`config.mk`:
```
export PLATFORM = sky130hd
export DESIGN_NAME = rx_descriptor_ring_consumer
export DESIGN_NICKNAME = d
export VERILOG_FILES = /design/src/rdrc_pkg.sv /design/src/rdrc_status_ram.sv /design/src/rdrc_scan.sv /design/src/rdrc_classify.sv /design/src/rx_descriptor_ring_consumer.sv
export SDC_FILE = /design/constraint.sdc
export NUM_CORES = 1
export LEC_CHECK = 0
export BUFFER_PORTS_ARGS = -buffer_cell sky130_fd_sc_hd__buf_2
export CORE_AREA = 10 10 202 204
export CTS_CLUSTER_DIAMETER = 120
export DETAILED_ROUTE_END_ITERATION = 8
export DIE_AREA = 0 0 212 214
export GPL_TIMING_DRIVEN = 0
export PLACE_DENSITY_LB_ADDON = 0.15
export RECOVER_POWER = 50
export SKIP_CTS_REPAIR_TIMING = 1
export SYNTH_ARGS = -nofsm -noshare
export SYNTH_HDL_FRONTEND = slang
export SYNTH_SLANG_ARGS = --single-unit
```
`constraint.sdc`:
```
create_clock -name clk -period 4.05 [get_ports clk]
set_input_delay 0.2025 -clock clk [delete_from_list [all_inputs] [get_ports clk]]
set_output_delay 0.2025 -clock clk [all_outputs]
set_load 0.1 [all_outputs]
```
`src/rdrc_pkg.sv`:
```
`timescale 1ns / 1ps

package rdrc_pkg;

  localparam int SLOT_W   = 3;
  localparam int STATUS_W = 31;
  localparam int LEN_W    = 14;
  localparam int BSIZE_W  = 12;
  localparam int PAD_W    = 4;
  localparam int OFFS_W   = 15;
  localparam int CFG_W    = 14;

  localparam logic MODE_COMPLETE = 1'b0;
  localparam logic MODE_POLL     = 1'b1;

  // Receive status word layout.
  localparam int FL_LSB = 16;
  localparam int FL_MSB = 29;
  localparam int ES_BIT = 15;
  localparam int DE_BIT = 14;
  localparam int LE_BIT = 12;
  localparam int FS_BIT = 9;
  localparam int LS_BIT = 8;
  localparam int FT_BIT = 5;

  localparam logic [LEN_W-1:0] CRC_BYTES = 14'd4;

  typedef enum logic [2:0] {
    VERDICT_OK      = 3'd0,
    VERDICT_SEGMENT = 3'd1,
    VERDICT_ERROR   = 3'd2,
    VERDICT_RANGE   = 3'd3,
    VERDICT_LENGTH  = 3'd4
  } verdict_t;

  typedef enum logic [1:0] {
    CFG_MIN_LEN  = 2'd0,
    CFG_MAX_LEN  = 2'd1,
    CFG_BUF_SIZE = 2'd2,
    CFG_HDR_PAD  = 2'd3
  } cfg_reg_t;

  // Ownership updates from the datapath to the scanner.
  typedef struct packed {
    logic clr;
    logic set;
  } scan_cmd_t;

endpackage

```
`src/rdrc_status_ram.sv`:
```
`timescale 1ns / 1ps

module rdrc_status_ram #(
  parameter int DEPTH = 8,
  parameter int AW    = 3,
  parameter int DW    = 31
) (
  input  logic          clk,
  input  logic          we,
  input  logic [AW-1:0] waddr,
  input  logic [DW-1:0] wdata,
  input  logic          re,
  input  logic [AW-1:0] raddr,
  output logic [DW-1:0] rdata
);

  logic [DW-1:0] mem [DEPTH];
  logic [DW-1:0] rdata_r;

  always_ff @(posedge clk) begin
    if (we) begin
      mem[waddr] <= wdata;
    end
  end

  always_ff @(posedge clk) begin
    if (re) begin
      rdata_r <= mem[raddr];
    end
  end

  assign rdata = rdata_r;

endmodule

```
`src/rdrc_scan.sv`:
```
`timescale 1ns / 1ps

module rdrc_scan import rdrc_pkg::*; #(
  parameter int SLOTS = 8,
  parameter int IW    = 3
) (
  input  logic          clk,
  input  logic          rst_n,
  input  scan_cmd_t     cmd,
  input  logic [IW-1:0] clr_idx,
  input  logic [IW-1:0] set_idx,
  output logic          hit,
  output logic [IW-1:0] idx
);

  logic [SLOTS-1:0] owned_r, owned_nxt;
  logic [IW-1:0]    cur_r, cur_nxt;
  logic [SLOTS-1:0] free, upper, pick, first;

  // Rotating priority: free slots at or above the current slot win,
  // otherwise the lowest free slot overall.
  always_comb begin
    free = ~owned_r;
    for (int i = 0; i < SLOTS; i++) begin
      upper[i] = free[i] && (IW'(i) >= cur_r);
    end
    pick  = (|upper) ? upper : free;
    first = pick & (~pick + SLOTS'(1));
    idx   = '0;
    for (int i = 0; i < SLOTS; i++) begin
      if (first[i]) begin
        idx = idx | IW'(i);
      end
    end
    hit = |free;
  end

  always_comb begin
    owned_nxt = owned_r;
    cur_nxt   = cur_r;
    if (cmd.clr) begin
      owned_nxt[clr_idx] = 1'b0;
    end
    if (cmd.set) begin
      owned_nxt[set_idx] = 1'b1;
      cur_nxt = (set_idx == IW'(SLOTS - 1)) ? '0 : set_idx + IW'(1);
    end
  end

  always_ff @(posedge clk) begin
    if (!rst_n) begin
      owned_r <= '1;
      cur_r   <= '0;
    end else begin
      owned_r <= owned_nxt;
      cur_r   <= cur_nxt;
    end
  end

  a_set_owns: assert property (@(posedge clk) disable iff (!rst_n)
    cmd.set |=> owned_r[$past(set_idx)])
    else $error("returned slot is not owned by DMA");

  a_hit_free: assert property (@(posedge clk) disable iff (!rst_n)
    hit |-> !owned_r[idx])
    else $error("scan picked a slot owned by DMA");

  a_cur_range: assert property (@(posedge clk) disable iff (!rst_n)
    cur_r <= IW'(SLOTS - 1))
    else $error("current slot outside the ring");

endmodule

```
`src/rdrc_classify.sv`:
```
`timescale 1ns / 1ps

module rdrc_classify import rdrc_pkg::*; (
  input  logic                hit,
  input  logic [SLOT_W-1:0]   slot,
  input  logic [STATUS_W-1:0] status,
  input  logic [LEN_W-1:0]    min_len,
  input  logic [LEN_W-1:0]    max_len,
  input  logic [BSIZE_W-1:0]  buf_size,
  input  logic [PAD_W-1:0]    hdr_pad,
  output verdict_t            verdict,
  output logic [LEN_W-1:0]    payload_len,
  output logic [OFFS_W-1:0]   buffer_offset
);

  logic [LEN_W-1:0]  flen;
  logic [OFFS_W-1:0] prod;

  always_comb begin
    flen        = status[FL_MSB:FL_LSB];
    verdict     = VERDICT_OK;
    payload_len = '0;
    prod        = OFFS_W'(slot) * OFFS_W'(buf_size);
    if (!hit) begin
      buffer_offset = '0;
    end else begin
      buffer_offset = prod + OFFS_W'(hdr_pad);
      priority if (!status[FS_BIT] || !status[LS_BIT]) begin
        verdict = VERDICT_SEGMENT;
      end else if (status[ES_BIT] || status[DE_BIT]) begin
        verdict = VERDICT_ERROR;
      end else if (flen < min_len || flen > max_len) begin
        verdict = VERDICT_RANGE;
      end else if (status[LE_BIT] && !status[FT_BIT]) begin
        verdict = VERDICT_LENGTH;
      end else begin
        payload_len = (flen >= CRC_BYTES) ? flen - CRC_BYTES : '0;
      end
    end
  end

endmodule

```
`src/rx_descriptor_ring_consumer.sv`:
```
`timescale 1ns / 1ps
// Receive descriptor ring, consumer side.
// Input beats on in_*: tuser selects completion (DMA finished a slot, the
// status word is stored and the slot goes to software) or poll (find the
// next slot owned by software, starting at the current slot).
// A completion gives no output beat. A poll first does the rotating
// priority search over the owned bits plus the status RAM read, then
// classifies the status and computes the buffer offset. Its single
// result beat is registered on out_*, and in_tready stays low while
// the poll is in flight, so a new beat waits until the poll is through.
// Configuration writes on cfg_* are always taken and must only be issued
// while the block is idle.
// Reset marks every slot as owned by DMA and zeroes the current slot; the
// status RAM needs no clearing, since a slot is read only after a
// completion wrote it. If the receiver stalls, the result holds in the
// output register and no new beat is accepted until it drains.
module rx_descriptor_ring_consumer import rdrc_pkg::*; #(
  parameter int SLOTS = 8
) (
  input  logic        clk,
  input  logic        rst_n,
  input  logic        in_tvalid,
  output logic        in_tready,
  // [2:0] slot, [34:3] status_word, [39:35] zero
  input  logic [39:0] in_tdata,
  // [0] mode
  input  logic [0:0]  in_tuser,
  output logic        out_tvalid,
  input  logic        out_tready,
  // [2:0] slot_index, [16:3] payload_len, [31:17] buffer_offset
  output logic [31:0] out_tdata,
  // [0] found, [3:1] verdict
  output logic [3:0]  out_tuser,
  input  logic        cfg_valid,
  output logic        cfg_ready,
  input  logic [1:0]  cfg_index,
  input  logic [13:0] cfg_data
);

  localparam int IW = (SLOTS > 1) ? $clog2(SLOTS) : 1;

  logic [LEN_W-1:0]   min_len_r, max_len_r;
  logic [BSIZE_W-1:0] buf_size_r;
  logic [PAD_W-1:0]   hdr_pad_r;

  logic               accept, poll_acc, comp_acc;
  logic [IW+2:0]      slot_ext;
  logic               slot_ok;
  logic               pend_r, pend_nxt;
  logic               hit_r;
  logic [IW-1:0]      idx_r;
  logic [IW+2:0]      idx_ext;

  scan_cmd_t          cmd;
  logic               scan_hit;
  logic [IW-1:0]      scan_idx;
  logic [STATUS_W-1:0] rd_status;

  verdict_t           verdict;
  logic [LEN_W-1:0]   payload_len;
  logic [OFFS_W-1:0]  buffer_offset;

  logic               out_valid_r, out_valid_nxt;
  logic               out_found_r;
  verdict_t           out_verdict_r;
  logic [SLOT_W-1:0]  out_slot_r;
  logic [LEN_W-1:0]   out_len_r;
  logic [OFFS_W-1:0]  out_offs_r;

  assign cfg_ready = 1'b1;

  always_ff @(posedge clk) begin
    if (!rst_n) begin
      min_len_r  <= 14'd64;
      max_len_r  <= 14'd1518;
      buf_size_r <= 12'd1536;
      hdr_pad_r  <= 4'd2;
    end else if (cfg_valid) begin
      unique case (cfg_reg_t'(cfg_index))
        CFG_MIN_LEN:  min_len_r  <= cfg_data;
        CFG_MAX_LEN:  max_len_r  <= cfg_data;
        CFG_BUF_SIZE: buf_size_r <= cfg_data[BSIZE_W-1:0];
        CFG_HDR_PAD:  hdr_pad_r  <= cfg_data[PAD_W-1:0];
      endcase
    end
  end

  // A new beat waits for the poll in flight and for room in the output.
  assign in_tready = !pend_r && (!out_valid_r || out_tready);
  assign accept    = in_tvalid && in_tready;
  assign slot_ext  = (IW + 3)'(in_tdata[2:0]);
  assign slot_ok   = slot_ext < (IW + 3)'(SLOTS);
  assign poll_acc  = accept && (in_tuser[0] == MODE_POLL);
  assign comp_acc  = accept && (in_tuser[0] == MODE_COMPLETE) && slot_ok;

  assign cmd.clr = comp_acc;
  assign cmd.set = pend_r && hit_r;

  rdrc_scan #(
    .SLOTS (SLOTS),
    .IW    (IW)
  ) u_scan (
    .clk     (clk),
    .rst_n   (rst_n),
    .cmd     (cmd),
    .clr_idx (slot_ext[IW-1:0]),
    .set_idx (idx_r),
    .hit     (scan_hit),
    .idx     (scan_idx)
  );

  // Owner bit 31 is dropped before the status is stored.
  rdrc_status_ram #(
    .DEPTH (SLOTS),
    .AW    (IW),
    .DW    (STATUS_W)
  ) u_ram (
    .clk   (clk),
    .we    (comp_acc),
    .waddr (slot_ext[IW-1:0]),
    .wdata (in_tdata[33:3]),
    .re    (poll_acc),
    .raddr (scan_idx),
    .rdata (rd_status)
  );

  assign pend_nxt = poll_acc;

  always_ff @(posedge clk) begin
    if (!rst_n) begin
      pend_r <= 1'b0;
    end else begin
      pend_r <= pend_nxt;
    end
  end

  always_ff @(posedge clk) begin
    if (poll_acc) begin
      hit_r <= scan_hit;
      idx_r <= scan_idx;
    end
  end

  assign idx_ext = (IW + 3)'(idx_r);

  rdrc_classify u_classify (
    .hit           (hit_r),
    .slot          (idx_ext[2:0]),
    .status        (rd_status),
    .min_len       (min_len_r),
    .max_len       (max_len_r),
    .buf_size      (buf_size_r),
    .hdr_pad       (hdr_pad_r),
    .verdict       (verdict),
    .payload_len   (payload_len),
    .buffer_offset (buffer_offset)
  );

  always_comb begin
    out_valid_nxt = out_valid_r;
    if (pend_r) begin
      out_valid_nxt = 1'b1;
    end else if (out_tready) begin
      out_valid_nxt = 1'b0;
    end
  end

  always_ff @(posedge clk) begin
    if (!rst_n) begin
      out_valid_r <= 1'b0;
    end else begin
      out_valid_r <= out_valid_nxt;
    end
  end

  always_ff @(posedge clk) begin
    if (pend_r) begin
      out_found_r   <= hit_r;
      out_verdict_r <= verdict;
      out_slot_r    <= hit_r ? idx_ext[2:0] : '0;
      out_len_r     <= payload_len;
      out_offs_r    <= buffer_offset;
    end
  end

  assign out_tvalid = out_valid_r;
  assign out_tdata  = {out_offs_r, out_len_r, out_slot_r};
  assign out_tuser  = {out_verdict_r, out_found_r};

  a_busy_blocks: assert property (@(posedge clk) disable iff (!rst_n)
    pend_r |-> !in_tready)
    else $error("input accepted while a poll is in flight");

  a_out_free: assert property (@(posedge clk) disable iff (!rst_n)
    pend_r |-> !out_valid_r)
    else $error("poll retires into an occupied output register");

  a_poll_result: assert property (@(posedge clk) disable iff (!rst_n)
    poll_acc |=> ##1 out_valid_r)
    else $error("poll gave no result beat");

  a_miss_zero: assert property (@(posedge clk) disable iff (!rst_n)
    out_valid_r && !out_found_r |-> out_tdata == 32'd0 && out_tuser == 4'd0)
    else $error("empty poll result is not all zero");

endmodule
```
# Word-level counts from Yosys, hierarchy flattened
# Memory sizes are Yosys's and may differ from the RTL's. A register that Yosys moved wholly into a read port is not among the register bits.
# Index checks and enable logic that the tools add are counted.
# totals
mem_bits_rw	248
regBits	97
input_bits	62
mem_count	1
output_inout_bits	39
elab_cells	112
# classes
n_reduce_logical	37
bitwise_logic	9
eq_ne	4
mux	23
mul	1
add_sub_neg	4
magnitude_cmp	16
# memory_table
name	words	width	read_ports	rd_ports_with_merged_regs	write_ports	line	source
u_ram.mem	8	31	1	1	1	rdrc_status_ram.sv:17	logic [DW-1:0] mem [DEPTH];
# op_table
operator	n
$mux 8	3
$not 8->8	3
$mux 3	6
$logic_and 1x1->1	17
$and 8x8->8	2
$reduce_or 8->1	2
$add 15x4->15	1
$mul 3x12->15	1
$ge 14x3->1 const B	1
$gt 14x14->1	1
$lt 14x14->1	1
$sub 14x3->14 const B	1
$ge 3x3->1 const A	4
$lt 3x4->1 const B	3
$add 8x1->8 const B	1
$mux 1	8
$mux 2	4
$or 8x8->8	1
$reduce_and 2->1	4
$demux 1 s3	2
$ge 1x3->1 const A	2
$ge 2x3->1 const A	2
$ge 3x1->1 const B	2
$reduce_or 6->1	1
other kinds (11)	21

# Logic depth before layout (Yosys ltp)
# logic_depth
ltp_word	14
mapped_depth	17
ltp_nobuf	15

# Hierarchy
# A second synthesis with hierarchy kept.
# unflattened
hier_cells	1057
area_unflattened_um2	16834.9
# by_module_without_submodules
mod	area_each_um2	cells_each	seq_area_each_um2	n_inst
rdrc_status_ram	10531.4	402	8378.0	1
rx_descriptor_ring_consumer	3072.9	231	2122.0	1
rdrc_classify	2452.4	326	0.0	1
rdrc_scan	778.2	98	220.2	1

# Worst setup path after synthesis
# OpenSTA, ideal clock, no wires.
# synth_path
kind	reg2reg
startpoint	register pend_r
endpoint	register u_scan.owned_r[0]
t_arrival_ps	4901
setup_time_ps	151
period_less_slack_ps	5053
stages_incl_launch_ff	8
path_buffers	1
t_required_ps	3899
path_slack_ps	-1003
cell_sequence	dfxtp_1 a21oi_1 nand2_1 or3_1 clkbuf_1 nor3_1 nand2b_1 o311ai_0
# synth_between
elab_chain_len	8
word_cells_on_any_way	9
cone_classes	mux (2); bitwise (1); reduce/logical (6)
# synth_lines
item	line	source
start: declaration	rx_descriptor_ring_consumer.sv:49	logic pend_r, pend_nxt;
start signal: assignment	rx_descriptor_ring_consumer.sv:133	pend_r <= pend_nxt;
$logic_not 1->1 (*)	rx_descriptor_ring_consumer.sv:89	assign in_tready = !pend_r && (!out_valid_r || out_tready);
$logic_and 1x1->1 (*)	rx_descriptor_ring_consumer.sv:89	
via in_tready	rx_descriptor_ring_consumer.sv:23	output logic in_tready,
$logic_and 1x1->1 (*)	rx_descriptor_ring_consumer.sv:90	assign accept = in_tvalid && in_tready;
$logic_and 1x1->1 (*) (2 in series)	rx_descriptor_ring_consumer.sv:94	assign comp_acc = accept && (in_tuser[0] == MODE_COMPLETE) && slot_ok;
$mux 8 (*)	rdrc_scan.sv:41	if (cmd.clr) begin
$or 8x8->8 (no line)	--	
$mux 8 (*)	rdrc_scan.sv:44	if (cmd.set) begin
end signal: assignment	rdrc_scan.sv:55	owned_r <= owned_nxt;
end: declaration	rdrc_scan.sv:16	logic [SLOTS-1:0] owned_r, owned_nxt;
# Mark *: on every way through the listed nets, which the timed path passes. The rest lies on a longest branch.
# A chain may end at the register's enable or synchronous reset.

# Worst setup path in the final report
# layout_path
startpoint	register idx_r[0]
endpoint	register out_offs_r[13], data pin
# layout_between
elab_chain_len	2
# layout_lines
item	line	source
start: declaration	rx_descriptor_ring_consumer.sv:51	logic [IW-1:0] idx_r;
start signal: assignment	rx_descriptor_ring_consumer.sv:140	idx_r <= scan_idx;
$mul 3x12->15	rdrc_classify.sv:23	prod = OFFS_W'(slot) * OFFS_W'(buf_size);
$add 15x4->15	rdrc_classify.sv:27	buffer_offset = prod + OFFS_W'(hdr_pad);
end signal: assignment	rx_descriptor_ring_consumer.sv:182	out_offs_r <= buffer_offset;
end: declaration	rx_descriptor_ring_consumer.sv:68	logic [OFFS_W-1:0] out_offs_r;
# Every way passes these cells.

==> out/qor.csv <==
metric;value;unit
grt_pass1_vias;9050;
cts_buffer_depth;3;
vias;9262;
p_leak;5.81;nW
arrival;4.21;ns
initial_core_util;35.4;%
synthFlopType;edfxtp_1;
io-pin-count;101;
syn_nets;1270;
highest_layer;met4;
cpLargestDelayFamily;adder cells;
status;finished with violations;
root_buffer;clkbuf_16;
drcViolationCount;0;
netlist_instances;1137;
fmax;257;MHz
synthesis.area;13100;um2
total_power;6.64;mW
cts_buffers;31;
antenna_found_initial;1;
drt-total-wl;35.7;mm
netlist_top_cells_area;edfxtp_1 50%, dfxtp_1 8.7%, ha_1 5.5%;
ant_nets;0;
path_clk_slew;0.06;ns
clock_latency;0.58;ns
critPathMaxStageDelay;0.51;ns
synth_top_area_cell;edfxtp_1;
synth.distinct_cells;61;
met1Wirelength;16.3;mm
synth-edff-count;220;
dpl.hpwl;24.8;mm
wire_per_inst;19.7;um
clkPwrFrac;41.1;%
viasPerCell;5.13;
grt_pass1_wl;53.9;mm
synth_area_per_cell;11.5;um2
grt_max_degree;27;
netSwitchingPower;1.66;mW
grt_overflow;0;
cap_violations;1;
core-area;37000;um2
grt_usage;15.3;%
synth_top_area_share;50.4;%
seq_area_frac_synth;59.1;%
wl_met3;1.81;mm
hold_viol;1;
fillers;3528;
failed_checks;negative hold slack, max-capacitance violations, max-slew violations;
stdcell_count;1807;
met2_length;16.8;mm
yosys_warnings;0;
area_delta_synth_final;20.8;%
worstMarginPinSlew;1.54;ns
ys_seq_elements;277;
setup_violations;0;
finalMaxSlewViolations;27;
hp-class;in -> reg;
slew_headroom;-2.86;%
worst-path-buf-inv;3;
worstSetupEndpointType;register;
cts_sinks;277;
seq_power_share;48.2;%
nets;1442;
dpl.cell_count;1699;
h-tree-depth;1;
fin_crit_sh;95.9;%
path_cells;buf_6 > buf_8 > nand2_2 > fa_1 > fa_1 > inv_2 > fa_2 > a21o_1 > a21oi_2 > nor2b_1 > o21a_1 > o41ai_4 > o21a_1 > o21ai_2 > xor2_1 > and2_1;
io_buffers;81;
switching_share;24.9;%
place.gp.congestion;0.801;
worst_path_max_delay_cell;fa_1;
cts_tree;yes;
p_int;4.98;mW
cp-start-kind;register;
irDropWorstVdd;0.000418;V
critical_path_class;reg -> reg;
holdWs;-0.00625;ns
async_flop_share;0;%
worstPathRequired;4.38;ns
combPwrFrac;10.7;%
p_per_area;419;nW/um2
drt_first_pass_iters;4;
drt-initial-drc-count;552;
fin_crit;3.88;ns
fp.dieArea;45400;um2
critPathMaxFanout;10;
die_w;212;um
num_rows;71;
fin_skew;0.00820;ns
die-height;214;um
drive_above_1_share;12.2;%
[cells by family after synthesis]
group | Yosys count | share of synthesized area (%)
AND/OR/NAND/NOR | 395 | 14.8
flip-flops | 277 | 59.1
AO/OA/AOI/OAI | 233 | 11.7
buffers and inverters | 118 | 3.78
adder cells (fa/ha/maj) | 71 | 7.52
multiplexers | 25 | 1.91
XOR/XNOR | 17 | 1.14
other | 1 | 0.0286
[registers in the layout (all words and copies together), names as in the netlist, 3 cells and up]
| register | count |
|---|---|
| out_len_r | 14 |
| min_len_r | 14 |
| u_scan.cur_r | 3 |
| u_ram.rdata | 20 |
| u_ram.mem | 160 |
| u_scan.owned_r | 8 |
| max_len_r | 14 |
| out_verdict_r | 3 |
| buf_size_r | 12 |
| hdr_pad_r | 4 |
| out_offs_r | 15 |
| idx_r | 3 |
| out_slot_r | 3 |
[placed cells by master, fill, tap and decap left out, types with 6 or more instances in the layout]
cell type,count
dlygate4sd3_1,34
and4_1,20
a21boi_0,32
o211ai_1,13
o21ai_0,38
or3_1,23
dfxtp_1,57
o21ai_1,17
and2_1,31
edfxtp_1,220
buf_6,7
a21oi_1,55
nand2b_1,9
xnor2_1,12
a21o_1,12
nor3_1,44
clkinv_2,6
buf_4,20
fa_1,12
clkbuf_1,89
ha_1,56
o21a_1,9
inv_1,56
nor2_1,67
nor2b_1,15
clkbuf_16,31
or2_2,7
mux2i_1,25
buf_2,50
o221ai_1,26
nand3_1,7
nand2_1,138
[cells in the mapped netlist, types with 15 or more instances]
| cell type | number |
|---|---|
| mux2i_1 | 25 |
| o21ai_0 | 39 |
| a21boi_0 | 33 |
| dfxtp_1 | 57 |
| nor3_1 | 46 |
| edfxtp_1 | 220 |
| inv_1 | 57 |
| clkbuf_1 | 43 |
| nor2_1 | 73 |
| nor2b_1 | 15 |
| a21oi_1 | 59 |
| o221ai_1 | 26 |
| ha_1 | 58 |
| and4_1 | 20 |
| o21ai_1 | 17 |
| and2_1 | 33 |
| nand2_1 | 139 |
| or3_1 | 23 |
[power groups by stage]
stage	registers, mW	logic, mW	clock network (mW)
2_1_floorplan	3.32	0.357	0
3_5_place_dp	3.26	0.670	0
6_report	3.20	0.710	2.73
4_1_cts	3.20	0.672	2.79
5_1_grt	3.20	0.783	2.90
3_3_place_gp	3.26	0.650	0
[metrics by stage]
stage | TNS [ns] | area, um2 | setup WS, ns | utilization (%)
after detailed placement | -1.74 | 14300 | -0.543 | 38.7
after CTS | -1.85 | 15300 | -0.566 | 41.3
final | 0 | 15800 | 0.166 | 42.8
after floorplan | 0 | 13100 | 0.00104 | -
after global placement | -31.55 | 14100 | -0.525 | 38.2
after global routing | -0.00537 | 15800 | -0.00537 | 42.8
[worst register-to-register path, stage by stage, from the launching register on]
cell	delay, ns
edfxtp_1	0.43
buf_6	0.16
buf_8	0.13
nand2_2	0.07
fa_1	0.43
fa_1	0.51
inv_2	0.06
fa_2	0.34
a21o_1	0.20
a21oi_2	0.14
nor2b_1	0.07
o21a_1	0.21
o41ai_4	0.32
o21a_1	0.21
o21ai_2	0.08
xor2_1	0.14
and2_1	0.15
[metal layers]
metal	global-route usage, %	up-vias
li1	-	4478
met1	20.2	4528
met2	24.9	212
met3	3.33	44
met4	3.98	0
met5	0	-
[worst paths after layout]
kind | startpoint | to | slack, ns | depth (start not counted)
max reg2reg | idx_r[0]$_DFFE_PP_ | out_offs_r[13]$_SDFFCE_PN0P_ | 0.17 | 16
min reg2reg | min_len_r[5]$_SDFFE_PN0P_ | min_len_r[5]$_SDFFE_PN0P_ | 0.47 | 2
max | idx_r[0]$_DFFE_PP_ | out_offs_r[13]$_SDFFCE_PN0P_ | 0.17 | 16
min | out_tready | out_tvalid$_SDFFE_PN0P_ | -0.006 | 4
[final cells by class]
type                    count  area [um2]  share of cell area (%)
flip-flops and latches    277        7750                    48.9
multi-input cells         742        5040                    31.8
repair buffers            139         967                    6.10
clock buffers              40         810                    5.11
well taps                 474         593                    3.74
plain buffers              61         315                    1.99
inverters                  57         214                    1.35
clock inverters            16         160                    1.01
diodes                      1        2.50                  0.0158
No activity file was read; power rests on OpenSTA's default activity.
